### src/rtl/uer_pkg.sv
package uer_pkg;

  // Field widths
  localparam int unsigned CountW  = 13;
  localparam int unsigned WaitW   = 12;
  localparam int unsigned RiseW   = 10;
  localparam int unsigned DistW   = 10;
  localparam int unsigned CfgW    = 13;
  localparam int unsigned CfgIdxW = 2;

  // Register indexes
  localparam logic [CfgIdxW-1:0] CFG_RISE_TIMEOUT = 2'd0;
  localparam logic [CfgIdxW-1:0] CFG_FALL_TIMEOUT = 2'd1;
  localparam logic [CfgIdxW-1:0] CFG_PULSE_LIMIT  = 2'd2;
  localparam logic [CfgIdxW-1:0] CFG_MAX_DISTANCE = 2'd3;

  // Register reset values
  localparam logic [RiseW-1:0]  RISE_TIMEOUT_RST = 10'd100;
  localparam logic [WaitW-1:0]  FALL_TIMEOUT_RST = 12'd500;
  localparam logic [CountW-1:0] PULSE_LIMIT_RST  = 13'd5000;
  localparam logic [DistW-1:0]  MAX_DISTANCE_RST = 10'd400;

  // Sequencer phase codes
  localparam logic [1:0] PHASE_IDLE = 2'd0;
  localparam logic [1:0] PHASE_RISE = 2'd1;
  localparam logic [1:0] PHASE_FALL = 2'd2;

  localparam logic [WaitW-1:0] WAIT_MAX = 12'd4095;

  // count*17 fits 18 bits; ceil(2^21/10) gives an exact /10 below 2^18
  localparam int unsigned ScaledW   = 18;
  localparam int unsigned RecipShft = 21;
  localparam logic [ScaledW-1:0] RECIP_TEN = 18'd209716;
  localparam int unsigned ProdW     = 2 * ScaledW;
  localparam int unsigned QuotW     = ProdW - RecipShft;

  // Output tdata layout, lowest bit up
  localparam int unsigned OUT_TRIG_BIT  = 0;
  localparam int unsigned OUT_BUSY_BIT  = 1;
  localparam int unsigned OUT_DONE_BIT  = 2;
  localparam int unsigned OUT_DIST_LSB  = 3;
  localparam int unsigned OUT_STAT_BIT  = OUT_DIST_LSB + DistW;
  localparam int unsigned OutDataW      = 16;
  localparam int unsigned InDataW       = 8;

  typedef struct packed {
    logic [RiseW-1:0]  rise_timeout;
    logic [WaitW-1:0]  fall_timeout;
    logic [CountW-1:0] pulse_limit;
    logic [DistW-1:0]  max_distance;
  } cfg_t;

  // Per-tick outcome of the sequencer, before distance scaling
  typedef struct packed {
    logic              trig;
    logic              busy;
    logic              done;
    logic [CountW-1:0] count;
  } tick_res_t;

endpackage

### src/rtl/uer_seq.sv
module uer_seq (
  input  logic                    clk_i,
  input  logic                    rst_ni,
  input  logic                    acc_i,
  input  logic                    echo_level_i,
  input  logic                    start_request_i,
  input  uer_pkg::cfg_t           cfg_i,
  output uer_pkg::tick_res_t      res_o
);

  logic [1:0]                  phase_q, phase_d;
  logic                        prev_q;
  logic                        meas_q, meas_d;
  logic [uer_pkg::CountW-1:0]  count_q, count_d;
  logic [uer_pkg::WaitW-1:0]   wait_q, wait_d;

  logic                        rise_edge, fall_edge;
  logic [uer_pkg::CountW-1:0]  cnt_e;
  logic                        meas_e;
  logic [uer_pkg::CountW:0]    cnt_inc;
  logic [uer_pkg::CountW-1:0]  cnt_u;
  logic                        meas_u;
  logic                        check, trig, done;
  logic [1:0]                  ph_a, ph_b;
  logic [uer_pkg::WaitW-1:0]   wait_a, wait_b;

  // Edge detect and pulse counting
  always_comb begin
    rise_edge = echo_level_i & ~prev_q;
    fall_edge = ~echo_level_i & prev_q;
    cnt_e     = rise_edge ? '0 : count_q;
    meas_e    = rise_edge ? 1'b1 : (fall_edge ? 1'b0 : meas_q);
    cnt_inc   = {1'b0, cnt_e} + {{uer_pkg::CountW{1'b0}}, 1'b1};
    cnt_u     = cnt_e;
    meas_u    = meas_e;
    if (meas_e && echo_level_i) begin
      if (cnt_inc > {1'b0, cfg_i.pulse_limit}) begin
        cnt_u  = '0;
        meas_u = 1'b0;
      end else begin
        cnt_u = cnt_inc[uer_pkg::CountW-1:0];
      end
    end
  end

  // Phase sequencer
  always_comb begin
    check   = 1'b0;
    trig    = 1'b0;
    done    = 1'b0;
    ph_a    = phase_q;
    wait_a  = wait_q;
    count_d = cnt_u;
    meas_d  = meas_u;
    if (phase_q == uer_pkg::PHASE_RISE || phase_q == uer_pkg::PHASE_FALL) begin
      if (wait_q < uer_pkg::WAIT_MAX) begin
        wait_a = wait_q + 1'b1;
      end
      check = 1'b1;
    end else begin
      ph_a = uer_pkg::PHASE_IDLE;
      if (start_request_i) begin
        trig    = 1'b1;
        count_d = '0;
        meas_d  = 1'b0;
        wait_a  = '0;
        ph_a    = uer_pkg::PHASE_RISE;
        check   = 1'b1;
      end
    end

    ph_b   = ph_a;
    wait_b = wait_a;
    if (check && ph_a == uer_pkg::PHASE_RISE) begin
      if (!(!meas_d && wait_a < {2'b00, cfg_i.rise_timeout})) begin
        ph_b   = uer_pkg::PHASE_FALL;
        wait_b = '0;
      end
    end

    phase_d = ph_b;
    wait_d  = wait_b;
    if (check && ph_b == uer_pkg::PHASE_FALL) begin
      if (!(meas_d && wait_b < cfg_i.fall_timeout)) begin
        done    = 1'b1;
        phase_d = uer_pkg::PHASE_IDLE;
        wait_d  = '0;
      end
    end
  end

  always_comb begin
    res_o.trig  = trig;
    res_o.busy  = (phase_d != uer_pkg::PHASE_IDLE);
    res_o.done  = done;
    res_o.count = count_d;
  end

  // State advances once per accepted item
  always_ff @(posedge clk_i or negedge rst_ni) begin
    if (!rst_ni) begin
      phase_q <= uer_pkg::PHASE_IDLE;
      prev_q  <= 1'b0;
      meas_q  <= 1'b0;
      count_q <= '0;
      wait_q  <= '0;
    end else if (acc_i) begin
      phase_q <= phase_d;
      prev_q  <= echo_level_i;
      meas_q  <= meas_d;
      count_q <= count_d;
      wait_q  <= wait_d;
    end
  end

endmodule

### src/rtl/ultrasonic_echo_ranger_top.sv
// Each accepted item goes through the stage 1 register, then the output register.
// Throughput: one item per cycle while the output is not stalled; the sequencer
// state updates in the accept cycle, the count*17/10 scaling (one constant
// multiplier) runs in the second stage. Backpressure stalls both stages together;
// input is taken whenever the output register is empty or being drained.
// Reset (rst_ni low, asynchronous): idle phase, counters cleared, registers at defaults.
module ultrasonic_echo_ranger_top (
  input  logic                            clk_i,
  input  logic                            rst_ni,
  // configuration write port
  input  logic                            cfg_we_i,
  input  logic [uer_pkg::CfgIdxW-1:0]     cfg_idx_i,
  input  logic [uer_pkg::CfgW-1:0]        cfg_wdata_i,
  // input items
  input  logic                            s_axis_tvalid,
  output logic                            s_axis_tready,
  input  logic [uer_pkg::InDataW-1:0]     s_axis_tdata,  // [0] echo_level, [1] start_request
  // result items
  output logic                            m_axis_tvalid,
  input  logic                            m_axis_tready,
  output logic [uer_pkg::OutDataW-1:0]    m_axis_tdata   // [0] trigger_pulse, [1] busy_res,
                                                         // [2] done_res, [12:3] distance_cm,
                                                         // [13] status
);

  uer_pkg::cfg_t       cfg_q;
  uer_pkg::tick_res_t  tick_res;
  uer_pkg::tick_res_t  st_res_q;
  logic                st_valid_q;
  logic                out_valid_q;
  logic [uer_pkg::OutDataW-1:0] out_data_q, out_data_d;
  logic                adv, in_acc;

  logic [uer_pkg::ScaledW-1:0] scaled;
  logic [uer_pkg::ProdW-1:0]   prod;
  logic [uer_pkg::QuotW-1:0]   quot;
  logic [uer_pkg::DistW-1:0]   dist_cm;
  logic                        no_echo;

  assign adv           = !out_valid_q || m_axis_tready;
  assign in_acc        = s_axis_tvalid && adv;
  assign s_axis_tready = adv;
  assign m_axis_tvalid = out_valid_q;
  assign m_axis_tdata  = out_data_q;

  // Configuration registers
  always_ff @(posedge clk_i or negedge rst_ni) begin
    if (!rst_ni) begin
      cfg_q.rise_timeout <= uer_pkg::RISE_TIMEOUT_RST;
      cfg_q.fall_timeout <= uer_pkg::FALL_TIMEOUT_RST;
      cfg_q.pulse_limit  <= uer_pkg::PULSE_LIMIT_RST;
      cfg_q.max_distance <= uer_pkg::MAX_DISTANCE_RST;
    end else if (cfg_we_i) begin
      case (cfg_idx_i)
        uer_pkg::CFG_RISE_TIMEOUT: cfg_q.rise_timeout <= cfg_wdata_i[uer_pkg::RiseW-1:0];
        uer_pkg::CFG_FALL_TIMEOUT: cfg_q.fall_timeout <= cfg_wdata_i[uer_pkg::WaitW-1:0];
        uer_pkg::CFG_PULSE_LIMIT:  cfg_q.pulse_limit  <= cfg_wdata_i[uer_pkg::CountW-1:0];
        uer_pkg::CFG_MAX_DISTANCE: cfg_q.max_distance <= cfg_wdata_i[uer_pkg::DistW-1:0];
        default: ;
      endcase
    end
  end

  uer_seq u_seq (
    .clk_i           (clk_i),
    .rst_ni          (rst_ni),
    .acc_i           (in_acc),
    .echo_level_i    (s_axis_tdata[0]),
    .start_request_i (s_axis_tdata[1]),
    .cfg_i           (cfg_q),
    .res_o           (tick_res)
  );

  // Stage 1 register
  always_ff @(posedge clk_i or negedge rst_ni) begin
    if (!rst_ni) begin
      st_valid_q <= 1'b0;
    end else if (adv) begin
      st_valid_q <= in_acc;
    end
  end

  always_ff @(posedge clk_i) begin
    if (in_acc) begin
      st_res_q <= tick_res;
    end
  end

  // Distance: count*17 by shift-add, /10 by reciprocal multiply, then saturate
  always_comb begin
    scaled  = {1'b0, st_res_q.count, 4'b0000}
            + {{(uer_pkg::ScaledW-uer_pkg::CountW){1'b0}}, st_res_q.count};
    prod    = scaled * uer_pkg::RECIP_TEN;
    quot    = prod[uer_pkg::ProdW-1:uer_pkg::RecipShft];
    no_echo = (st_res_q.count == '0);
    if (no_echo || quot > {{(uer_pkg::QuotW-uer_pkg::DistW){1'b0}}, cfg_q.max_distance}) begin
      dist_cm = cfg_q.max_distance;
    end else begin
      dist_cm = quot[uer_pkg::DistW-1:0];
    end

    out_data_d = '0;
    out_data_d[uer_pkg::OUT_TRIG_BIT] = st_res_q.trig;
    out_data_d[uer_pkg::OUT_BUSY_BIT] = st_res_q.busy;
    out_data_d[uer_pkg::OUT_DONE_BIT] = st_res_q.done;
    if (st_res_q.done) begin
      out_data_d[uer_pkg::OUT_STAT_BIT-1:uer_pkg::OUT_DIST_LSB] = dist_cm;
      out_data_d[uer_pkg::OUT_STAT_BIT] = no_echo;
    end
  end

  // Output register
  always_ff @(posedge clk_i or negedge rst_ni) begin
    if (!rst_ni) begin
      out_valid_q <= 1'b0;
    end else if (adv) begin
      out_valid_q <= st_valid_q;
    end
  end

  always_ff @(posedge clk_i) begin
    if (adv && st_valid_q) begin
      out_data_q <= out_data_d;
    end
  end

endmodule

### config.mk
export PLATFORM = sky130hd
export DESIGN_NAME = ultrasonic_echo_ranger_top
export DESIGN_NICKNAME = d
export VERILOG_FILES = /design/src/rtl/uer_pkg.sv /design/src/rtl/uer_seq.sv /design/src/rtl/ultrasonic_echo_ranger_top.sv
export SDC_FILE = /design/constraint.sdc
export NUM_CORES = 1
export LEC_CHECK = 0
export ABC_AREA = 1
export BUFFER_PORTS_ARGS = -buffer_cell sky130_fd_sc_hd__buf_2
export CAP_MARGIN = 10
export CORE_MARGIN = 1
export CORE_UTILIZATION = 60
export DETAILED_ROUTE_END_ITERATION = 6
export PLACE_DENSITY_LB_ADDON = 0.2
export SLEW_MARGIN = 20
export SYNTH_ARGS = -nofsm -noshare
export SYNTH_HDL_FRONTEND = slang
export SYNTH_SLANG_ARGS = --single-unit
### constraint.sdc
create_clock -name clk_i -period 13 [get_ports clk_i]
set_input_delay 1.95 -clock clk_i [delete_from_list [all_inputs] [get_ports clk_i]]
set_output_delay 1.95 -clock clk_i [all_outputs]
set_load 0.05 [all_outputs]
### Yosys cells after proc, flatten, opt, wreduce, memory -nomap -nowiden

Cells that the tools add are included.

| storage, ports and cells | value |
|---|---|
| register bits | 106 |
| input bits | 28 |
| word-level logic and storage cells | 84 |

| operators by class | value |
|---|---|
| $add $sub $neg | 3 |
| $mul | 1 |
| order comparisons | 5 |
| equal/unequal tests | 7 |
| mux-type cells | 28 |
| bitwise operators | 4 |
| reductions and logical operators | 19 |

Operators with widths:

| cell | number |
|---|---|
| 2-to-1 mux 12 bit | 7 |
| 2-to-1 mux 13 bit | 5 |
| multiplier 18 x 16 -> 34 bit (second input constant) | 1 |
| adder 17 x 13 -> 18 bit | 1 |
| > comparator 15 x 10 -> 1 bit | 1 |
| adder 13 x 1 -> 14 bit (second input constant) | 1 |
| > comparator 14 x 13 -> 1 bit | 1 |
| zero test 13 bit | 1 |
| adder 12 x 1 -> 12 bit (second input constant) | 1 |
| less-than comparator 12 x 10 -> 1 bit | 1 |
| less-than comparator 12 bit | 1 |
| less-than comparator 12 bit (second input constant) | 1 |
| 2-to-1 mux 1 bit | 10 |
| 2-to-1 mux 10 bit | 1 |
| 2-to-1 mux 2 bit | 5 |
| == test 2 bit (second input constant) | 4 |
| AND reduction 2 bit | 4 |
| logical AND 1 bit | 7 |
| == test 2 x 1 -> 1 bit (second input constant) | 3 |
| logical OR 1 bit | 3 |
| AND 1 bit | 2 |
| zero test 1 bit | 2 |
| zero test 2 bit | 1 |
| NOT 1 bit | 2 |
| nonzero test 2 bit | 1 |

### Depth between registers and ports, before layout

| depth | value |
|---|---|
| depth after elaboration | 18 |
| mapped depth | 47 |

### Cells and area by module

Synthesis repeated with hierarchy kept, for this count alone.

| unflattened totals | value |
|---|---|
| cells, all modules | 1,681 |
| area, all modules | 12,979.9 um^2 |

Modules (own cells, without submodules):

| module | instances | cells an instance | area an instance (um^2) | seq. area each (um^2) |
|---|---|---|---|---|
| ultrasonic_echo_ranger_top | 1 | 1,185 | 9,673.0 | 2,098.3 |
| uer_seq | 1 | 496 | 3,306.9 | 725.7 |

### Least setup slack after synthesis

Ideal clock, no wire load.

| path | value |
|---|---|
| path type | register -> register |
| start | register st_res_q[2] in the netlist's numbering |
| end | register out_data_q (netlist bit m_axis_tdata[3]) (data pin) |
| library setup time | 0.146 ns |
| arrival | 8.245 ns |
| setup slack | 4.609 ns |
| cell stages (with the launch flop) | 40 |
| buffers on the path | 1 |
| clock period less this slack | 8.391 ns |
| cells stage by stage | edfxtp_1 > ha_1 > inv_1 > o21bai_1 > a21oi_1 > o21ai_0 > a21oi_1 > o21bai_1 > a21oi_1 > o21bai_1 > nand2_1 > nor3b_1 > ha_1 > ha_1 > fa_1 > fa_1 > fa_1 > inv_1 > [... 4 more ...] > o21a_1 > inv_1 > a21oi_1 > inv_1 > a21oi_1 > xnor2_1 > ha_1 > a21oi_1 > o21a_1 > a21boi_0 > o21ai_0 > a21oi_1 > o211ai_1 > nor2_1 > nand3_1 > clkbuf_1 > or2_2 > a21oi_1 |

| between the ends | value |
|---|---|
| longest elaborated chain between the ends | 5 |
| elaborated cells on any way between the ends | 6 |

RTL lines:

| what | line | text |
|---|---|---|
| start, declared | ultrasonic_echo_ranger_top.sv:28 | `uer_pkg::tick_res_t st_res_q;` |
| start signal, assigned | ultrasonic_echo_ranger_top.sv:85 | `st_res_q <= tick_res;` |
| adder 17 x 13 -> 18 bit | ultrasonic_echo_ranger_top.sv:92 | `+ {{(uer_pkg::ScaledW-uer_pkg::CountW){1'b0}}, st_res_q.count};` |
| multiplier 18 x 16 -> 34 bit | ultrasonic_echo_ranger_top.sv:93 | `prod = scaled * uer_pkg::RECIP_TEN;` |
| > comparator 15 x 10 -> 1 bit | ultrasonic_echo_ranger_top.sv:96 | `if (no_echo \|\| quot > {{(uer_pkg::QuotW-uer_pkg::DistW){1'b0}}, cfg_q.max_distance}) begin` |
| logical OR 1 bit | ultrasonic_echo_ranger_top.sv:96 |  |
| 2-to-1 mux 10 bit * | ultrasonic_echo_ranger_top.sv:96 |  |
| end signal, assigned | ultrasonic_echo_ranger_top.sv:123 | `out_data_q <= out_data_d;` |
| end, declared | ultrasonic_echo_ranger_top.sv:31 | `logic [uer_pkg::OutDataW-1:0] out_data_q, out_data_d;` |

Mark *: on every way between the ends. The rest lies on a longest branch, timed or not.
A chain may end at the register's enable or synchronous reset.

### Worst setup path in the final report

| path | value |
|---|---|
| start | register st_res_q[0] in the netlist's numbering |
| end | register out_data_q (netlist bit m_axis_tdata[3]) (data pin) |

The elaborated chain is that of the path after synthesis.

==> metrics <==
Worst Hold Path Cells 0; Worst EP arrival 10.36 ns; RSZ-0062 raised after global routing no; final setup fails 0; max_cap viols 0; EDFF count, synth 30; relative slew slack 32.8%; DIE AREA 20,500 um2; Tmin final 10.16 ns; grt ovf 0; CTS buffer count 9; number of diodes 0; slowest CP cell fa_1; met1 usage in global routing 36.9%; Tightest Hold Check Type reg -> reg; status finished clean; Req. time, crit path 13.20 ns; total number of vias 9,287; Primary FF master, synth dfrtp_1; Die Ht 143 um; Filler Cell Count 1,705; period utilisation layout 78.2%; Seq/Total Area, Yosys 23.6%; Nets 1,786; vias per cell 5.34; routability cong. 0.983; # rows 51; R2R Setup Slk 2.84 ns; syn avg cell area 8.27 um2; Starting Density 61.4%; final instance area 12,700 um2; 1st-pass router iterations 5; CTS root buf clkbuf_16; synth-to-layout area growth 6.00%; Wirelength per Cell 15.8 um; hold endpoint m_axis_tdata[1]; worst-case clock buffer depth 2; # hold bufs at CTS 0; first-pass GRT wire length 45.6 mm; R2R depth 39; r2r endpoint m_axis_tdata[3]; die width 143 um; CP startpoint st_res_q[0]; crit path kind reg -> reg; I/O pin cnt 46; HPWL after DPL 22.8 mm; DR iter-0 viols 457; Worst-Margin Slew 1.01 ns; Post-Route WL 27.4 mm; IO Port Bufs 37; clk slew on worst S/H paths 0.08 ns; fraction of layout instances using a drive strength above 1 7.20%; Hold Fails Final Rpt 0; cts repair resizes 0; RR Startpoint st_res_q[0]; Post-Syn Area 11,900 um2; Crit. End Element register; Routed Antenna Nets 0; Max Freq 98.4 MHz; initial antenna violation count 0; Slew Viols, Final 0; synthesized flop and latch total 106; post-synth cell types 44; setup repair bufs after CTS 0; clock sinks 106; gr busiest metal met2; Skew-Pair Late Insertion Delay 0.35 ns; GRT met2 Usage 50.0%; Async SR Flop Fraction 71.7%; CP Launch Type register; # DRC 0; met3 usage 3.45%; Yosys warnings 0; GR Util All Layers 29.0%; post-place instance area 12,400 um2; Max Fanout on Critical Path 20; Clock Skews 0.0121 ns; CTS HTree Levels 3; number of global-route vias before repair 9,382; HP Start out_data_d[1]; CP peak stage delay 0.57 ns; core area 19,500 um2; TritonCTS clock tree built; Mapped Cells 1,444; Setup TNS Final 0 ns; largest net degree at the start of global routing 77
==> Yosys cell counts, types with 2 or more instances <==
cell type / number / area share, %
xnor2_1: 13 / 0.95
o21bai_1: 5 / 0.31
edfxtp_1: 30 / 7.5
nor4_1: 5 / 0.26
a21boi_0: 4 / 0.25
nand2_1: 233 / 7.3
o211ai_1: 6 / 0.38
inv_1: 328 / 10
nand2_4: 3 / 0.28
nor2_2: 9 / 0.47
a211oi_1: 3 / 0.19
o21ai_0: 112 / 4.7
ha_1: 198 / 21
buf_4: 2 / 0.13
a21oi_1: 95 / 4.0
or2_2: 2 / 0.10
fa_1: 92 / 15
nand3_2: 9 / 0.75
o21a_1: 6 / 0.38
dfrtp_1: 59 / 12
nand4_1: 12 / 0.63
nor2_4: 2 / 0.19
xor2_1: 28 / 2.1
nor2_1: 81 / 2.5
a21o_1: 4 / 0.25
nor3_1: 9 / 0.38
dfstp_2: 17 / 3.7
buf_2: 3 / 0.13
clkbuf_1: 21 / 0.66
nand3_1: 34 / 1.4
inv_2: 2 / 0.063
nand2_2: 5 / 0.26
==> registers in the layout, indices dropped and copies added, names as in the netlist <==
signal / cells
st_res_q: 13
u_seq.meas_q: 1
cfg_q: 45
u_seq.count_q: 13
m_axis_tvalid: 1
u_seq.prev_q: 1
out_data_d: 3
u_seq.phase_q: 2
u_seq.wait_q: 12
m_axis_tdata: 14
st_valid_q: 1
==> critical path, delay by kind of cell (launching register included) <==
kind | cells | cell delay (ns)
and+or+nand+nor | 9 | 1.74
AOI/OAI and AO/OA | 14 | 2.62
xor gates and xnor gates | 2 | 0.81
DFF | 1 | 0.51
buffers and inverters | 4 | 0.22
adders and majority gates | 10 | 4.07
==> area by class of cell <==
class / instances / area [um2] / area share [%]
clock buffers: 10 / 229 / 1.81
clock inverters: 6 / 78.8 / 0.623
inverters: 330 / 1240 / 9.78
multi-input cells: 982 / 7760 / 61.3
flip-flops and latches: 106 / 2820 / 22.3
well taps: 265 / 332 / 2.62
repair buffers: 39 / 203 / 1.60
==> per-stage QoR <==
step	hold WS (ns)	util (%)	std cells	setup WS, ns
finish	0.433	65.1	1738	2.84
global route	0.451	65.1	1738	2.08
CTS	0.436	65.1	1738	2.90
detailed placement	0.417	63.5	1722	2.98
global placement	0.408	63.5	1722	3.10
floorplan	0.400	-	1445	4.61
==> per-layer routing <==
layer / up-vias / wire length (um) / part of all wire [%]
li1: 4635 / - / -
met1: 4366 / 11900 / 44
met2: 223 / 13300 / 49
met3: 63 / 1070 / 3.9
met4: 0 / 1100 / 4.0
met5: - / 0 / 0
==> worst max-delay path by stage <==
stage | to | slack [ns] | cells past startpoint
after floorplan | m_axis_tdata[3] | 4.61 | 39
after global placement | m_axis_tdata[3] | 3.10 | 39
after detailed placement | m_axis_tdata[6] | 2.98 | 39
after CTS | m_axis_tdata[3] | 2.90 | 39
after global routing | m_axis_tdata[6] | 2.08 | 39
final | m_axis_tdata[3] | 2.84 | 39
==> logic make-up (layout without fill, tap and decap cells) <==
kind of cell	Yosys count	after routing	synth area share (%)
simple gates	406	406	14.8
buf+inv	357	385	11.4
fa+ha+maj	290	290	36.2
compound gates	243	243	10.9
flops	106	106	23.6
xor+xnor	41	41	3.01
other cells	1	2	0.0314
==> cell usage in the layout (no fill, tap or decap), types with 6 or more instances in the layout <==
cell type    n
buf_2       36
o211ai_1     6
nand2_1    233
clkbuf_16    9
o21a_1       6
a21oi_1     95
nor2_2       9
inv_1      327
dfstp_2     17
edfxtp_1    30
xor2_1      28
nand4_1     12
nor3_1       9
nand3_2      9
xnor2_1     13
fa_1        92
nand3_1     34
o21ai_0    112
nor2_1      81
dfrtp_1     59
ha_1       198
Power is left out: the tool's default activity adds up to more than one toggle a clock period on the data nets, which glitch-free logic cannot reach.
